### src/hw/rtl/tcpq_pkg.sv
// Package for the three-class priority queue.
// Holds the sizing constants, command codes, control structs and address helpers.
// No dependencies.
package tcpq_pkg;

    localparam int CLASS_DEPTH = 16;
    localparam int CLASSES     = 3;
    localparam int CLASS_W     = 2;
    localparam int SLOT_W      = (CLASS_DEPTH > 1) ? $clog2(CLASS_DEPTH) : 1;
    localparam int COUNT_W     = $clog2(CLASS_DEPTH + 1);
    localparam int STORE_DEPTH = CLASSES * CLASS_DEPTH;
    localparam int ADDR_W      = $clog2(STORE_DEPTH);
    localparam int TOTAL_W     = $clog2(STORE_DEPTH + 1);

    localparam int PRIO_W   = 2;
    localparam int ITEMS_W  = 15;
    localparam int ID_W     = 37;
    localparam int STATUS_W = 2;
    localparam int OCC_W    = 6;
    localparam int ENTRY_W  = ITEMS_W + ID_W;

    localparam logic KIND_ENQ = 1'b0;
    localparam logic KIND_DEQ = 1'b1;

    localparam logic [STATUS_W-1:0] STATUS_OK    = 2'd0;
    localparam logic [STATUS_W-1:0] STATUS_FULL  = 2'd1;
    localparam logic [STATUS_W-1:0] STATUS_EMPTY = 2'd2;

    typedef struct packed {
        logic capture;
        logic exec;
        logic load_data;
    } tcpq_cmd_t;

    typedef struct packed {
        logic deq_hit;
    } tcpq_stat_t;

    function automatic logic [SLOT_W-1:0] next_slot(input logic [SLOT_W-1:0] slot);
        logic [SLOT_W-1:0] result;
        if (slot == SLOT_W'(CLASS_DEPTH - 1))
        begin
            result = '0;
        end
        else
        begin
            result = slot + SLOT_W'(1);
        end
        return result;
    endfunction

    function automatic logic [ADDR_W-1:0] slot_addr(input logic [CLASS_W-1:0] cls,
                                                    input logic [SLOT_W-1:0] slot);
        return ADDR_W'(cls) * ADDR_W'(CLASS_DEPTH) + ADDR_W'(slot);
    endfunction

endpackage

### src/hw/rtl/tcpq_ram.sv
// Generic single-port-write, single-port-read RAM with a registered read.
// Used for the entry store of the priority queue; no dependencies.
module tcpq_ram #(
    parameter int WIDTH = 8,
    parameter int DEPTH = 16,
    localparam int AW = (DEPTH > 1) ? $clog2(DEPTH) : 1
) (
    input  logic             clk,
    input  logic             wr_en,
    input  logic [AW-1:0]    wr_addr,
    input  logic [WIDTH-1:0] wr_data,
    input  logic             rd_en,
    input  logic [AW-1:0]    rd_addr,
    output logic [WIDTH-1:0] rd_data
);

    logic [WIDTH-1:0] mem_reg [DEPTH];
    logic [WIDTH-1:0] rd_data_reg;

    always_ff @(posedge clk)
    begin
        if (wr_en)
        begin
            mem_reg[wr_addr] <= wr_data;
        end
        if (rd_en)
        begin
            rd_data_reg <= mem_reg[rd_addr];
        end
    end

    assign rd_data = rd_data_reg;

endmodule

### src/hw/rtl/tcpq_ctrl.sv
// Controller state machine of the priority queue.
// Sequences capture, execute, store read and result beat; depends on tcpq_pkg.
module tcpq_ctrl (
    input  logic                clk,
    input  logic                rst_n,
    input  logic                in_valid,
    output logic                in_stall,
    output logic                out_valid,
    input  logic                out_stall,
    input  tcpq_pkg::tcpq_stat_t stat,
    output tcpq_pkg::tcpq_cmd_t  cmd
);

    localparam logic [1:0] S_IDLE = 2'd0;
    localparam logic [1:0] S_EXEC = 2'd1;
    localparam logic [1:0] S_READ = 2'd2;
    localparam logic [1:0] S_OUT  = 2'd3;

    logic [1:0] state_reg;
    logic [1:0] state_next;

    always_comb
    begin
        state_next    = state_reg;
        cmd.capture   = 1'b0;
        cmd.exec      = 1'b0;
        cmd.load_data = 1'b0;
        in_stall      = 1'b1;
        out_valid     = 1'b0;
        unique case (state_reg)
            S_IDLE:
            begin
                in_stall = 1'b0;
                if (in_valid)
                begin
                    cmd.capture = 1'b1;
                    state_next  = S_EXEC;
                end
            end
            S_EXEC:
            begin
                cmd.exec = 1'b1;
                if (stat.deq_hit)
                begin
                    state_next = S_READ;
                end
                else
                begin
                    state_next = S_OUT;
                end
            end
            S_READ:
            begin
                cmd.load_data = 1'b1;
                state_next    = S_OUT;
            end
            S_OUT:
            begin
                out_valid = 1'b1;
                if (!out_stall)
                begin
                    state_next = S_IDLE;
                end
            end
            default:
            begin
                state_next = S_IDLE;
            end
        endcase
    end

    always_ff @(posedge clk or negedge rst_n)
    begin
        if (!rst_n)
        begin
            state_reg <= S_IDLE;
        end
        else
        begin
            state_reg <= state_next;
        end
    end

endmodule

### src/hw/rtl/tcpq_datapath.sv
// Datapath of the priority queue: per-class pointers and counts, entry store, result.
// Depends on tcpq_pkg and tcpq_ram.
module tcpq_datapath (
    input  logic                                clk,
    input  logic                                rst_n,
    input  tcpq_pkg::tcpq_cmd_t                 cmd,
    output tcpq_pkg::tcpq_stat_t                stat,
    input  logic                                kind,
    input  logic [tcpq_pkg::PRIO_W-1:0]         priority_req,
    input  logic [tcpq_pkg::ITEMS_W-1:0]        item_count,
    input  logic [tcpq_pkg::ID_W-1:0]           customer_id,
    output logic [tcpq_pkg::STATUS_W-1:0]       status,
    output logic [tcpq_pkg::PRIO_W-1:0]         out_priority,
    output logic [tcpq_pkg::ITEMS_W-1:0]        out_item_count,
    output logic [tcpq_pkg::ID_W-1:0]           out_customer_id,
    output logic [tcpq_pkg::OCC_W-1:0]          occupancy,
    output logic                                is_empty
);

    logic                              op_kind_reg;
    logic [tcpq_pkg::CLASS_W-1:0]      op_class_reg;
    logic [tcpq_pkg::ITEMS_W-1:0]      op_items_reg;
    logic [tcpq_pkg::ID_W-1:0]         op_id_reg;

    logic [tcpq_pkg::SLOT_W-1:0]       head_reg  [tcpq_pkg::CLASSES];
    logic [tcpq_pkg::SLOT_W-1:0]       head_next [tcpq_pkg::CLASSES];
    logic [tcpq_pkg::SLOT_W-1:0]       tail_reg  [tcpq_pkg::CLASSES];
    logic [tcpq_pkg::SLOT_W-1:0]       tail_next [tcpq_pkg::CLASSES];
    logic [tcpq_pkg::COUNT_W-1:0]      count_reg [tcpq_pkg::CLASSES];
    logic [tcpq_pkg::COUNT_W-1:0]      count_next[tcpq_pkg::CLASSES];

    logic [tcpq_pkg::STATUS_W-1:0]     status_reg;
    logic [tcpq_pkg::PRIO_W-1:0]       out_priority_reg;
    logic [tcpq_pkg::ITEMS_W-1:0]      out_items_reg;
    logic [tcpq_pkg::ID_W-1:0]         out_id_reg;
    logic [tcpq_pkg::OCC_W-1:0]        occupancy_reg;
    logic                              is_empty_reg;

    logic [tcpq_pkg::CLASS_W-1:0]      in_class;
    logic [tcpq_pkg::CLASS_W-1:0]      deq_class;
    logic                              any_held;
    logic                              enq_ok;
    logic                              deq_hit;
    logic [tcpq_pkg::TOTAL_W-1:0]      total_next;

    logic                              wr_en;
    logic [tcpq_pkg::ADDR_W-1:0]       wr_addr;
    logic                              rd_en;
    logic [tcpq_pkg::ADDR_W-1:0]       rd_addr;
    logic [tcpq_pkg::ENTRY_W-1:0]      rd_data;

    // A priority of zero is served as the highest class.
    assign in_class = (priority_req == '0) ? '0 : priority_req - tcpq_pkg::CLASS_W'(1);

    always_comb
    begin
        any_held = (count_reg[0] != '0) || (count_reg[1] != '0) || (count_reg[2] != '0);
        priority if (count_reg[0] != '0)
        begin
            deq_class = tcpq_pkg::CLASS_W'(0);
        end
        else if (count_reg[1] != '0)
        begin
            deq_class = tcpq_pkg::CLASS_W'(1);
        end
        else
        begin
            deq_class = tcpq_pkg::CLASS_W'(2);
        end
    end

    assign enq_ok  = (op_kind_reg == tcpq_pkg::KIND_ENQ)
                     && (count_reg[op_class_reg] != tcpq_pkg::COUNT_W'(tcpq_pkg::CLASS_DEPTH));
    assign deq_hit = (op_kind_reg == tcpq_pkg::KIND_DEQ) && any_held;

    assign stat.deq_hit = deq_hit;

    always_comb
    begin
        for (int i = 0; i < tcpq_pkg::CLASSES; i++)
        begin
            head_next[i]  = head_reg[i];
            tail_next[i]  = tail_reg[i];
            count_next[i] = count_reg[i];
            if (cmd.exec && enq_ok && (op_class_reg == tcpq_pkg::CLASS_W'(i)))
            begin
                tail_next[i]  = tcpq_pkg::next_slot(tail_reg[i]);
                count_next[i] = count_reg[i] + tcpq_pkg::COUNT_W'(1);
            end
            if (cmd.exec && deq_hit && (deq_class == tcpq_pkg::CLASS_W'(i)))
            begin
                head_next[i]  = tcpq_pkg::next_slot(head_reg[i]);
                count_next[i] = count_reg[i] - tcpq_pkg::COUNT_W'(1);
            end
        end
        total_next = tcpq_pkg::TOTAL_W'(count_next[0]) + tcpq_pkg::TOTAL_W'(count_next[1])
                     + tcpq_pkg::TOTAL_W'(count_next[2]);
    end

    assign wr_en   = cmd.exec && enq_ok;
    assign wr_addr = tcpq_pkg::slot_addr(op_class_reg, tail_reg[op_class_reg]);
    assign rd_en   = cmd.exec && deq_hit;
    assign rd_addr = tcpq_pkg::slot_addr(deq_class, head_reg[deq_class]);

    tcpq_ram #(
        .WIDTH(tcpq_pkg::ENTRY_W),
        .DEPTH(tcpq_pkg::STORE_DEPTH)
    ) u_store (
        .clk    (clk),
        .wr_en  (wr_en),
        .wr_addr(wr_addr),
        .wr_data({op_items_reg, op_id_reg}),
        .rd_en  (rd_en),
        .rd_addr(rd_addr),
        .rd_data(rd_data)
    );

    always_ff @(posedge clk or negedge rst_n)
    begin
        if (!rst_n)
        begin
            for (int i = 0; i < tcpq_pkg::CLASSES; i++)
            begin
                head_reg[i]  <= '0;
                tail_reg[i]  <= '0;
                count_reg[i] <= '0;
            end
        end
        else
        begin
            for (int i = 0; i < tcpq_pkg::CLASSES; i++)
            begin
                head_reg[i]  <= head_next[i];
                tail_reg[i]  <= tail_next[i];
                count_reg[i] <= count_next[i];
            end
        end
    end

    always_ff @(posedge clk)
    begin
        if (cmd.capture)
        begin
            op_kind_reg  <= kind;
            op_class_reg <= in_class;
            op_items_reg <= item_count;
            op_id_reg    <= customer_id;
        end
        if (cmd.exec)
        begin
            if (op_kind_reg == tcpq_pkg::KIND_ENQ)
            begin
                status_reg <= enq_ok ? tcpq_pkg::STATUS_OK : tcpq_pkg::STATUS_FULL;
            end
            else
            begin
                status_reg <= deq_hit ? tcpq_pkg::STATUS_OK : tcpq_pkg::STATUS_EMPTY;
            end
            out_priority_reg <= deq_hit ? tcpq_pkg::PRIO_W'(deq_class) + tcpq_pkg::PRIO_W'(1)
                                        : '0;
            out_items_reg    <= '0;
            out_id_reg       <= '0;
            occupancy_reg    <= tcpq_pkg::OCC_W'(total_next);
            is_empty_reg     <= (total_next == '0);
        end
        if (cmd.load_data)
        begin
            out_items_reg <= rd_data[tcpq_pkg::ENTRY_W-1:tcpq_pkg::ID_W];
            out_id_reg    <= rd_data[tcpq_pkg::ID_W-1:0];
        end
    end

    assign status          = status_reg;
    assign out_priority    = out_priority_reg;
    assign out_item_count  = out_items_reg;
    assign out_customer_id = out_id_reg;
    assign occupancy       = occupancy_reg;
    assign is_empty        = is_empty_reg;

endmodule

### src/hw/rtl/three_class_priority_queue.sv
// Top level of the three-class strict priority queue.
// Joins tcpq_ctrl and tcpq_datapath; depends on tcpq_pkg.
//
//   Channel   Handshake              Fields
//   request   in_valid / in_stall    kind, priority_req, item_count, customer_id
//   result    out_valid / out_stall  status, out_priority, out_item_count,
//                                    out_customer_id, occupancy, is_empty
//
// One request is handled at a time. An enqueue or a dequeue of an empty queue
// passes from acceptance through the execute state to the result beat, and a
// dequeue that returns an entry also passes through a read state for the registered
// read of the entry store. A new request is accepted in the cycle after the result beat
// is taken. Reset clears all class pointers and counts; the store itself is not cleared.
module three_class_priority_queue (
    input  logic                                clk,
    input  logic                                rst_n,
    input  logic                                in_valid,
    output logic                                in_stall,
    input  logic                                kind,
    input  logic [tcpq_pkg::PRIO_W-1:0]         priority_req,
    input  logic [tcpq_pkg::ITEMS_W-1:0]        item_count,
    input  logic [tcpq_pkg::ID_W-1:0]           customer_id,
    output logic                                out_valid,
    input  logic                                out_stall,
    output logic [tcpq_pkg::STATUS_W-1:0]       status,
    output logic [tcpq_pkg::PRIO_W-1:0]         out_priority,
    output logic [tcpq_pkg::ITEMS_W-1:0]        out_item_count,
    output logic [tcpq_pkg::ID_W-1:0]           out_customer_id,
    output logic [tcpq_pkg::OCC_W-1:0]          occupancy,
    output logic                                is_empty
);

    tcpq_pkg::tcpq_cmd_t  cmd;
    tcpq_pkg::tcpq_stat_t stat;

    tcpq_ctrl u_ctrl (
        .clk      (clk),
        .rst_n    (rst_n),
        .in_valid (in_valid),
        .in_stall (in_stall),
        .out_valid(out_valid),
        .out_stall(out_stall),
        .stat     (stat),
        .cmd      (cmd)
    );

    tcpq_datapath u_datapath (
        .clk            (clk),
        .rst_n          (rst_n),
        .cmd            (cmd),
        .stat           (stat),
        .kind           (kind),
        .priority_req   (priority_req),
        .item_count     (item_count),
        .customer_id    (customer_id),
        .status         (status),
        .out_priority   (out_priority),
        .out_item_count (out_item_count),
        .out_customer_id(out_customer_id),
        .occupancy      (occupancy),
        .is_empty       (is_empty)
    );

endmodule
### config.mk
export PLATFORM = sky130hd
export DESIGN_NAME = three_class_priority_queue
export DESIGN_NICKNAME = d
export VERILOG_FILES = /design/src/hw/rtl/tcpq_pkg.sv /design/src/hw/rtl/tcpq_ram.sv /design/src/hw/rtl/tcpq_ctrl.sv /design/src/hw/rtl/tcpq_datapath.sv /design/src/hw/rtl/three_class_priority_queue.sv
export SDC_FILE = /design/constraint.sdc
export NUM_CORES = 2
export LEC_CHECK = 0
export ABC_CLOCK_PERIOD_IN_PS = 10950
export BUFFER_PORTS_ARGS = -buffer_cell sky130_fd_sc_hd__buf_2
export CAP_MARGIN = 10
export CORE_MARGIN = 5
export CORE_UTILIZATION = 34
export CTS_CLUSTER_SIZE = 10
export DETAILED_ROUTE_END_ITERATION = 10
export HOLD_SLACK_MARGIN = 0.03
export SYNTH_ARGS = -nofsm -noshare
export SYNTH_HDL_FRONTEND = slang
export SYNTH_SLANG_ARGS = --single-unit
### constraint.sdc
create_clock -name clk -period 10.95 [get_ports clk]
set_input_delay 1.6425 -clock clk [delete_from_list [all_inputs] [get_ports clk]]
set_output_delay 1.6425 -clock clk [all_outputs]
set_load 0.02 [all_outputs]
==> parameters.txt <==
Parameter                              Value

Outcome
  Result of the run    complete, no violations

Layout
  Flip-flop count of the largest register, all copies and words added    2,496
  Area Overhead vs Synth    13.93%
  Nets    6,809
  Most common cell after layout, fill and taps aside    sky130_fd_sc_hd__edfxtp_1
  Filler-free cell count of the finished design    10,890
  Proportion of layout cells with a drive suffix above 1    13.62%
  Highest-count cells in the layout ignoring fill and taps    sky130_fd_sc_hd__edfxtp_1 (2,666), sky130_fd_sc_hd__nand2_1 (1,440), sky130_fd_sc_hd__nand3_1 (363)

Global route
  Overflow after GRT    0
  Met3 GRT Util    3.612%
  Maximum number of pins on one net before global-route repair    180
  Wire length of the first global-routing pass    434,400 µm
  Global route hottest layer    met2
  Total GRT Usage    18.76%
  Met1 track demand over resource    25.51%
  Met2 layer usage reported by global route    30.32%
  Antenna violations before repair    15
  Vias in the first global route    58,460

Routing
  Pre-Repair DR Iteration Count    8
  WL/cell    28.32 µm
  Routed vias    59,920
  Antenna Violating Nets Remaining    0
  # DRC    0
  Routed vias/inst    5.500
  First DRT Iteration DRCs    7,780
  Final wirelength    308,500 µm

Logic synthesis
  Compound-Gate Fraction of Synth Area    4.741%
  Post-synth net total    6,553
  Top flip-flop cell by instance count after synthesis    sky130_fd_sc_hd__edfxtp_1
  Cell taking the most area after synthesis    sky130_fd_sc_hd__edfxtp_1
  Multiplexer share of the synthesized area    5.955%
  Cell area after synthesis    0.1043 mm²
  Gate Count Post-Synth    6,463
  Top cells by area in the synthesized netlist    sky130_fd_sc_hd__edfxtp_1 (77%), sky130_fd_sc_hd__nand2_1 (5.2%), sky130_fd_sc_hd__mux4_2 (3.8%), sky130_fd_sc_hd__mux2i_1 (2.1%), sky130_fd_sc_hd__nand3_1 (1.7%)
  Post-Synth Simple-Gate Area    8.997%
  Synth Area in XOR/XNOR    0.2015%
  Yosys reg bits    2,707
  Dominant combinational cell family by area after synthesis    simple AND/OR/NAND/NOR gates
  Post-synthesis adder-cell area fraction    0.4150%
  Post-synth EDFFs    2,666
  Avg Synthesized Cell Area    16.14 µm²
  Number of warnings reported in the yosys synthesis log    0
  Proportion of synthesized chip area in sequential cells    77.74%
  Asr flop ratio synth    1.515%
  Area share of the largest cell type after synthesis    76.75%
  Number of distinct library cells after synthesis    74

Timing
  Worst clock skew    0.05738 ns
  Minimum clock period after layout    5.572 ns
  Period utilisation layout    50.89%
  Count of final setup violators    0
  Maximum operating frequency    179.5 MHz
  Final hold violation count    0
  Max-slew violation count    0
  Max_slew headroom    18.59%
  Setup_tns    0 ns
  Transition time at the pin with the least slew margin    1.221 ns
  Unrepaired setup endpoints after global routing    no

Clock network
  Clock Pin Slew Worst Setup and Hold Paths    0.05 ns
  Source-to-sink clock delay at the later pin of the worst-skew pair    0.85 ns
  CTS hold repair buffers    0
  CTS Buffer Depth    4
  Root cell of the clock tree    sky130_fd_sc_hd__clkbuf_16
  Resized Gates After CTS    0
  Number of post-CTS setup repair buffers    0
  H-tree lvl count    5
  Clock buffer count from CTS    317
  Number of sinks on the clock net    2,707
  TritonCTS clock tree    yes

Placed design
  Cell count after placement    10,500
  Final weighted congestion in routability-driven placement    0.8263
  Quantity of I/O buffers inserted on ports    123
  HPWL after detailed placement    157,000 µm

Pwr
  Portion of total power attributed to sequential cells    39.5%
  Worst ir drop on vdd    0.0005382 V
  Net switching component of the power    10.97 mW
  Final total power    31.72 mW
  Pwr/cell area    266.9 mW/mm²
  Portion of total power attributed to combinational logic    31.5%
  LEAKAGE    39.12 nW
  Clock power frac    29.0%
  Sw frac    34.59%
  Power Internal    20.75 mW

Critical path
  Data required time of the critical path    11.54 ns
  CP arrival    6.17 ns
  Worst-path cell with the longest stage delay    sky130_fd_sc_hd__buf_4
  Critical Path Sink Type    flop
  Worst setup path class    flop to flop
  Crit-path most repeated cell    sky130_fd_sc_hd__buf_4
  Cell-by-cell listing of the critical path    inv_1, ha_1, or4b_1, nand2b_1, o21a_4, buf_4, buf_4, nand2_1, o22ai_1, nor4_1, o21a_1
  Critical path launch point type    flop
  Largest fanout on the critical path    89
  Largest stage delay on the critical path    0.99 ns

Die
  Initial core utilization    34.14%
  Die width    563.9 µm
  DIE AREA    0.3180 mm²
  Height of the chip    563.9 µm
  # rows    203
  I/O pin count    124
  Placeable Area    0.3056 mm²

Hold path
  Classification of the worst-slack hold path    flop to flop

Flow run
  Max-cap violations    0
cells in the mapped netlist, types with 17 or more instances:
library cell                count
sky130_fd_sc_hd__nor2_1        85
sky130_fd_sc_hd__ha_1          25
sky130_fd_sc_hd__a22o_1        20
sky130_fd_sc_hd__buf_4         27
sky130_fd_sc_hd__o2111ai_1     17
sky130_fd_sc_hd__a31oi_1      207
sky130_fd_sc_hd__a32oi_1       67
sky130_fd_sc_hd__a22oi_1       46
sky130_fd_sc_hd__o21a_1        22
sky130_fd_sc_hd__edfxtp_1    2666
sky130_fd_sc_hd__mux2i_1      214
sky130_fd_sc_hd__buf_2        108
sky130_fd_sc_hd__nand4_1      104
sky130_fd_sc_hd__buf_6         18
sky130_fd_sc_hd__inv_1         32
sky130_fd_sc_hd__and3_1        62
sky130_fd_sc_hd__and2_1        56
sky130_fd_sc_hd__o21ai_0       19
sky130_fd_sc_hd__mux4_2       178
sky130_fd_sc_hd__nand2_1     1444
sky130_fd_sc_hd__dfrtp_1       41
sky130_fd_sc_hd__buf_1         35
sky130_fd_sc_hd__nand3_1      363
sky130_fd_sc_hd__o22ai_1       20
sky130_fd_sc_hd__a222oi_1      37
sky130_fd_sc_hd__clkbuf_1     175
sky130_fd_sc_hd__a21oi_1      175
power groups by stage:
stage	Sequential (mW)	Combinational (mW)	Clock, mW
5_1_grt	12.5	10.7	9.78
6_report	12.5	10.0	9.20
3_3_place_gp	12.7	9.84	0
2_1_floorplan	12.9	6.63	0
4_1_cts	12.5	9.98	9.36
3_5_place_dp	12.7	9.95	0
cell type report:
| cell class | instances | area [µm²] |
|---|---|---|
| multi-input combinational | 3348 | 21740 |
| tap | 4100 | 5130 |
| clock inverter | 26 | 320.3 |
| clock buffer | 364 | 8225 |
| timing repair buffer | 313 | 2202 |
| fill | 27610 | 186700 |
| sequential | 2707 | 81080 |
| inverter | 32 | 122.6 |
| antenna | 4 | 10.01 |
per-stage QoR:
stage          util [%]  setup WS, ns  instance area [µm²]  hold slack [ns]
3_5_place_dp      36.06         5.396               110200           0.5148
6_report          38.89         5.378               118800           0.5220
3_3_place_gp      36.06         5.521               110200           0.4985
2_1_floorplan         -         5.475               104300           0.4723
5_1_grt           38.89         5.147               118800           0.5306
4_1_cts           38.86         5.410               118700           0.5241
cell families (layout without fill, tap and decap cells):
| kind of cell | count (synthesis) | after routing |
|---|---|---|
| AO/OA/AOI/OAI | 720 | 720 |
| flip-flops | 2707 | 2707 |
| multiplexers | 397 | 397 |
| XOR/XNOR | 24 | 24 |
| AND/OR/NAND/NOR | 2176 | 2176 |
| adder cells (fa/ha/maj) | 31 | 31 |
| buffers and inverters | 408 | 735 |
| other | 0 | 4 |
worst max-delay path: cells and delay by family, from the launching register on:
family	cells	cell delay, ns
simple gates	4	1.71
compound gates	3	0.99
buf+inv	3	1.90
fa+ha+maj	1	0.20
flops	1	0.40
final timing paths:
kind | startpoint | to | slack (ns) | cells past startpoint
max | u_datapath.count_reg[10]$_DFF_PN0_ | u_datapath.u_store.rd_data[41]$_DFFE_PP_ | 5.38 | 11
min | u_datapath.u_store.rd_data[32]$_DFFE_PP_ | u_datapath.out_customer_id[32]$_SDFFCE_PP0P_ | 0.52 | 1
max reg2reg | u_datapath.count_reg[10]$_DFF_PN0_ | u_datapath.u_store.rd_data[41]$_DFFE_PP_ | 5.38 | 11
min reg2reg | u_datapath.u_store.rd_data[32]$_DFFE_PP_ | u_datapath.out_customer_id[32]$_SDFFCE_PP0P_ | 0.52 | 1
max in group asynchronous | rst_n | u_datapath.count_reg[4]$_DFF_PN0_ | 9.27 | 1
min in group asynchronous | rst_n | u_ctrl.state_reg[1]$_DFFE_PN0P_ | 0.98 | 1
routing by layer:
layer / vias up / share of wire [%]
li1: 25290 / -
met1: 30960 / 40
met2: 3073 / 47
met3: 586 / 8.9
met4: 8 / 3.6
met5: - / 0.018
(Power assumes the default switching activity.)
